`config.mk`:
```
export PLATFORM = sky130hd
export DESIGN_NAME = mmip_mont_mul
export DESIGN_NICKNAME = d
export VERILOG_FILES = /design/src/rtl/core/montgomery_mac_inner_product_macros.svh /design/src/rtl/core/mmip_pkg.sv /design/src/rtl/core/mmip_mont_mul.sv
export SDC_FILE = /design/constraint.sdc
export NUM_CORES = 2
export LEC_CHECK = 0
export ABC_CLOCK_PERIOD_IN_PS = 7300
export BUFFER_PORTS_ARGS = -buffer_cell sky130_fd_sc_hd__buf_2
export CAP_MARGIN = 20
export CORE_AREA = 8 8 161 277
export CTS_CLUSTER_SIZE = 12
export DETAILED_ROUTE_END_ITERATION = 12
export DIE_AREA = 0 0 169 285
export PLACE_DENSITY = 0.93
export RECOVER_POWER = 25
export SLEW_MARGIN = 5
export SYNTH_ARGS = -nofsm -noshare
export SYNTH_HDL_FRONTEND = slang
export SYNTH_SLANG_ARGS = --single-unit
```
`constraint.sdc`:
```
create_clock -name clk -period 7.3 [get_ports clk]
set_clock_uncertainty 0.05 [all_clocks]
set_input_delay 0.365 -clock clk [delete_from_list [all_inputs] [get_ports clk]]
set_output_delay 0.365 -clock clk [all_outputs]
set_load 0.02 [all_outputs]
```
`src/rtl/core/montgomery_mac_inner_product_macros.svh`:
```
// Assertion macros for the Montgomery multiply-accumulate block.
`ifndef MONTGOMERY_MAC_INNER_PRODUCT_MACROS_SVH
`define MONTGOMERY_MAC_INNER_PRODUCT_MACROS_SVH
`ifndef SYNTHESIS
`define MMIP_ASSERT_SAME(lbl, clk, rst, ante, cons) \
  lbl: assert property (@(posedge clk) disable iff (rst) (ante) |-> (cons)) \
    else $error("mmip: same-cycle check failed");
`define MMIP_ASSERT_NEXT(lbl, clk, rst, ante, cons) \
  lbl: assert property (@(posedge clk) disable iff (rst) (ante) |=> (cons)) \
    else $error("mmip: next-cycle check failed");
`else
`define MMIP_ASSERT_SAME(lbl, clk, rst, ante, cons)
`define MMIP_ASSERT_NEXT(lbl, clk, rst, ante, cons)
`endif
`endif

```
`src/rtl/core/mmip_pkg.sv`:
```
// Types and constants for the Montgomery multiply-accumulate block.
`default_nettype none
package mmip_pkg;
  localparam int WORD_W     = 16;
  localparam int MOD_W      = 15;
  localparam int TERMS_W    = 3;
  localparam int NUM_TERMS  = 4;
  localparam int NUM_STAGES = 8;
  localparam int MUL_STAGES = 3;
  localparam int CFG_IDX_W  = 2;

  typedef enum logic [CFG_IDX_W-1:0] {
    CFG_MODULUS      = 2'd0,
    CFG_MODULUS_INV  = 2'd1,
    CFG_FINAL_FACTOR = 2'd2,
    CFG_TERMS        = 2'd3
  } cfg_reg_t;

  localparam logic [MOD_W-1:0]   MODULUS_RST      = 15'd7681;
  localparam logic [WORD_W-1:0]  MODULUS_INV_RST  = 16'hE201;
  localparam logic [WORD_W-1:0]  FINAL_FACTOR_RST = 16'd1;
  localparam logic [TERMS_W-1:0] TERMS_RST        = 3'd3;

  typedef logic [MUL_STAGES-1:0] mul_en_t;
endpackage
`default_nettype wire

```
`src/rtl/core/mmip_mont_mul.sv`:
```
// Three-stage pipelined 16-bit Montgomery multiply (product, low fold, correction).
`default_nettype none
module mmip_mont_mul (
  input  logic                                clk,
  input  mmip_pkg::mul_en_t                   en,
  input  logic signed [mmip_pkg::WORD_W-1:0]  x,
  input  logic signed [mmip_pkg::WORD_W-1:0]  y,
  input  logic        [mmip_pkg::MOD_W-1:0]   modulus,
  input  logic signed [mmip_pkg::WORD_W-1:0]  modulus_inverse,
  output logic signed [mmip_pkg::WORD_W-1:0]  res
);
  import mmip_pkg::*;

  logic signed [2*WORD_W-1:0] prod;
  logic signed [WORD_W-1:0]   fold;
  logic signed [WORD_W-1:0]   fold_next;
  logic signed [WORD_W-1:0]   hi_a;
  logic signed [WORD_W-1:0]   hi_b;
  logic signed [2*WORD_W-1:0] corr;
  logic signed [2*WORD_W-1:0] corr_next;
  logic signed [WORD_W-1:0]   q_s;

  assign fold_next = WORD_W'(prod[WORD_W-1:0] * $unsigned(modulus_inverse));
  assign q_s       = $signed({1'b0, modulus});
  assign corr_next = fold * q_s;

  always_ff @(posedge clk) begin
    if (en[0]) begin
      prod <= x * y;
    end
    if (en[1]) begin
      fold <= fold_next;
      hi_a <= prod[2*WORD_W-1:WORD_W];
    end
    if (en[2]) begin
      corr <= corr_next;
      hi_b <= hi_a;
    end
  end

  assign res = hi_b - corr[2*WORD_W-1:WORD_W];
endmodule
`default_nettype wire

```
## Yosys cells after proc, flatten, opt, wreduce, memory -nomap -nowiden

Cells that the tools add are included.

| operators by class | value |
|---|---|
| multipliers | 3 |
| $add $sub $neg | 1 |

Operators by type and width:

| kind | number |
|---|---|
| $mul A16 B16 Y32 | 2 |
| $mul A16 B16 Y16 | 1 |
| $sub A16 B16 Y16 | 1 |

| storage, ports and cells | value |
|---|---|
| word-level logic and storage cells | 9 |
| output and inout port bits | 16 |
| bits in registers | 112 |
| input bits | 67 |

## Logic depth before layout (Yosys ltp)

| logic depth | value |
|---|---|
| depth in word-level cells | 1 |
| mapped depth | 24 |
| gate-level depth less buffers | 23 |

## Least setup slack after synthesis

Ideal clock, no wire load.

| path | value |
|---|---|
| kind | reg-to-reg |
| start | register fold[15] |
| end | register corr[28], data pin |
| stages on the path, launching flop included | 22 |
| period minus slack after synthesis | 5932 ps |
| data required time | 7091 ps |
| library setup time | 159 ps |
| data arrival time | 5724 ps |
| buffers on the path | 1 |
| path slack | 1368 ps |
| cell sequence | edfxtp_1 > clkbuf_1 > nand2_1 > inv_1 > fa_1 > inv_1 > fa_1 > inv_1 > fa_1 > fa_1 > fa_1 > inv_1 > fa_1 > inv_1 > ha_1 > a2111oi_2 > nor2_1 > o2111ai_2 > a21oi_1 > o21a_1 > or3_1 > a22oi_1 |

| on the way | value |
|---|---|
| cells in the longest elaborated chain, start to end | 1 |

RTL lines:

| item | line | text |
|---|---|---|
| from (decl) | mmip_mont_mul.sv:15 | `logic signed [WORD_W-1:0] fold;` |
| from (signal assigned) | mmip_mont_mul.sv:32 | `fold <= fold_next;` |
| $mul A16 B16 Y32 | mmip_mont_mul.sv:25 | `assign corr_next = fold * q_s;` |
| net corr_next[28] | mmip_mont_mul.sv:20 | `logic signed [2*WORD_W-1:0] corr_next;` |
| to (signal assigned) | mmip_mont_mul.sv:36 | `corr <= corr_next;` |
| to (decl) | mmip_mont_mul.sv:19 | `logic signed [2*WORD_W-1:0] corr;` |

The timed path passes the listed nets, and every way through them passes these cells.
A chain may end at the register's enable or synchronous reset.

## Final worst setup path

| path | value |
|---|---|
| start | register fold[14] |
| end | register corr[30], data pin |

The elaborated chain is that of the path after synthesis.

==> summary.md <==
The number of different library cells in the post-synthesis netlist was 58. The critical path launch point type was a register. In this run the core area contains 98 standard-cell rows. Initial antenna violation count: 0. The logs give 21,900 for the number of global-route vias before repair and 2,700 for the number of instances in the synthesized netlist.

Setup violations remaining at the end of the flow were counted as 0. TritonCTS built the clock tree. In the post-synthesis netlist, the cell with the most instances is inv_1.

Summed over all layers, the global routing overflow is 0. The run finished, with violations left. The detailed-route vias per instance was 5.68.

In this run the worst hold path is classified as reg -> reg. Setup repair after global routing left no endpoint under its margin. Measured along the y axis, the die boundary spans 285 um.

The number of synthesized flops with an enable pin is 96. In this run the count of I/O pins placed on the die edge is 83. The mean post-synth cell area was 9.68 um^2; the minimum clock period was 6670 ps.

The number of hold violations in the final report was 0. STA classifies the critical path endpoint as a register. The clock transition time at the flip-flop clock pins of the worst setup and hold paths is 80 ps.

The critical path data arrival time is 6710 ps, and the mux cell area share after synthesis is 0.0383%. The total number of vias came out at 18,600. The critical path goes through and2_1, fa_1, inv_1, fa_1, inv_1, fa_1, fa_1, fa_1, inv_1, fa_1, inv_1, ha_1, o21a_1, nor2_1, or2_1, a21oi_2, o2111ai_2, a21oi_1, nor3_1, o31ai_1, xor2_1.

The logs give 0 for the number of antenna cells inserted and 48,200 um^2 for the full die area. The initial core utilization is 64.2%. The fraction of final layout cells with drive strength greater than 1 is 4.08%, and the DRC violations left is 0. At the pin with the least slew margin, the transition time is 1730 ps. By area the synthesized netlist is led by fa_1 45%, edfxtp_1 11%, ha_1 11%. The final layout contains 3,595 nets. The compound-cell area share of the yosys netlist is 4.06%, and the routed wire length per instance is 19.1 um. The tools report the achievable clock frequency as 150 MHz. The final reports fail on max-capacitance violations, max-slew violations. Main flop type after synthesis: edfxtp_1.

For the number of maximum-capacitance violations, the log shows 1. Of the total synthesized cell area, the portion taken by AND, OR, NAND and NOR gates is 14.3%. The logs give 0 for the remaining antenna violation count and 3 for the maximum level of the CTS H-tree. Fraction of synthesized cell area taken by the top area cell type: 45.1%.

Routability-driven placement finished with a final weighted congestion of 0.961. In this run the horizontal extent of the chip is 169 um. The largest net degree at the start of global routing was 33; the required time reported for the critical path endpoint was 7350 ps.

By startpoint and endpoint, the worst setup path is classified as reg -> reg. The synthesized design contains 96 register bits. The logs give 40,700 um^2 for the placeable core area and 0 for the count of hold buffers inserted by post-cts repair. The detailed placer's ending HPWL was 53,000 um; the number of DRC markers in iteration 0 was 1,025.

The number of pins with negative max-slew slack in the final report is 33. Biggest area consumer among synthesized cells: fa_1. The buffer levels on the longest clock path is 2. Buffers placed on the I/O ports in this run total 82. Among the stages of the critical path, the cell type that occurs most often is fa_1. The pre-antenna-repair detailed-routing pass consisted of 6 iterations. CTS saw 96 sinks. The sequential share of the synthesized area was 11.0%; the maximum single-stage delay on the critical path was 580 ps. The share of synthesized registers carrying an async set or reset was 0%; the top fanout value on the critical path was 15. Buffers added to address setup during post-CTS repair amount to 0. By count the netlist is led by 699 x inv_1, 588 x fa_1, 340 x nand2_1.

After Yosys synthesis, XOR and XNOR cells account for 3.52% of the synthesized area. Yosys printed 0 warnings. Of the total synthesized cell area, the portion taken by full adders, half adders and majority gates is 55.8%. The overall fraction of global-route tracks in use came out at 27.7%. Clock tree synthesis selected as its root buffer the cell clkbuf_16. The logs give 0 for the number of gates resized after cts and 62,600 um for the total detailed-routing wirelength. For the worst-skew pair, the clock arrives at the later sink with an insertion delay of 370 ps.

For this design, the slowest cell found on the critical path is edfxtp_1. After layout, the worst path uses 91.3% of the clock period. The main combinational cell family by area after synthesis was adder cells.

Measured against its own limit, the worst slew margin works out to -15.3%. The run gives 105,000 um as the first-pass GRT wire length. The area growth from synthesis to layout was 4.30%; the total standard cell area after synthesis was 26,100 um^2.

The CTS buffer count was 9. Sum of negative setup slack: 0 ps. Synthesis produced a netlist with a net count of 3,580.
worst max-delay path, delay by kind of cell (launching register included):
| kind | cells | cell delay, ps |
|---|---|---|
| fa+ha+maj | 7 | 3420 |
| compound gates | 5 | 1240 |
| simple gates | 4 | 720 |
| flops | 1 | 580 |
| buf+inv | 4 | 230 |
| xor+xnor | 1 | 150 |
path summary, 6_finish.rpt:
path / from / to / slack (ps) / cells past startpoint
max: fold[14]$_DFFE_PP_ / corr[30]$_DFFE_PP_ / 630 / 21
min: prod[30]$_DFFE_PP_ / hi_a[14]$_DFFE_PP_ / 370 / 0
max reg2reg: fold[14]$_DFFE_PP_ / corr[30]$_DFFE_PP_ / 630 / 21
min reg2reg: prod[30]$_DFFE_PP_ / hi_a[14]$_DFFE_PP_ / 370 / 0
area by class of cell:
type                            instances  area [um^2]
Multi-Input combinational cell       1826        20300
Tap cell                              550          688
Fill cell                            3026        13500
Clock buffer                            9          225
Timing Repair Buffer                   83          415
Clock inverter                          7         91.3
Sequential cell                        96         2880
Inverter                              699         2620
placed cells by master, fill, tap and decap left out, types with 2 or more instances in the layout:
cell type,instances
a21boi_0,2
inv_6,3
a211o_1,4
o21ai_0,16
a31oi_1,4
and3_1,7
nor3_1,12
o21bai_1,6
a21o_1,16
xor2_1,17
and2_1,302
buf_2,80
nand2b_1,8
inv_1,699
o31a_1,2
nand2_1,340
o21a_1,15
edfxtp_1,96
o21ai_1,6
a2111oi_0,2
nand4_1,4
nand3_1,11
ha_1,225
a21boi_1,5
and4_1,2
o31ai_1,3
or3_1,7
a21oi_2,2
xnor2_1,88
clkbuf_16,9
nor2_1,47
o211ai_1,4
fa_1,588
a211oi_1,2
o21ai_2,2
clkinv_8,3
a2111oi_2,2
a21oi_1,45
clkbuf_1,2
nor2b_1,8
layer usage:
layer	share of wire [%]	global-route usage [%]	up-vias
li1	-	-	7960
met1	31	26.5	9538
met2	57	54.1	751
met3	3.8	2.44	321
met4	7.9	19.7	0
met5	0	0	-
stage by stage:
stage	cell area (um^2)	utilization, %	worst slack (ps)	std cells	hold WS [ps]
2_1_floorplan	26100	-	1370	2700	350
3_5_place_dp	26900	66.2	739	3254	355
5_1_grt	27200	66.9	264	3270	376
6_report	27200	66.9	632	3270	373
3_3_place_gp	26900	66.2	937	3254	352
4_1_cts	27200	66.9	664	3270	375
state kept, by name, indices dropped and copies added, names as in the netlist:
signal,flops
hi_b,16
fold,16
hi_a,16
corr,16
prod,32
kinds of logic after synthesis:
group	count (synthesis)
simple gates	755
xor+xnor	105
flops	96
buf+inv	778
fa+ha+maj	813
mux	1
compound gates	152
Power is left out: the tool's default activity adds up to more than one toggle a clock period on the data nets, which glitch-free logic cannot reach.
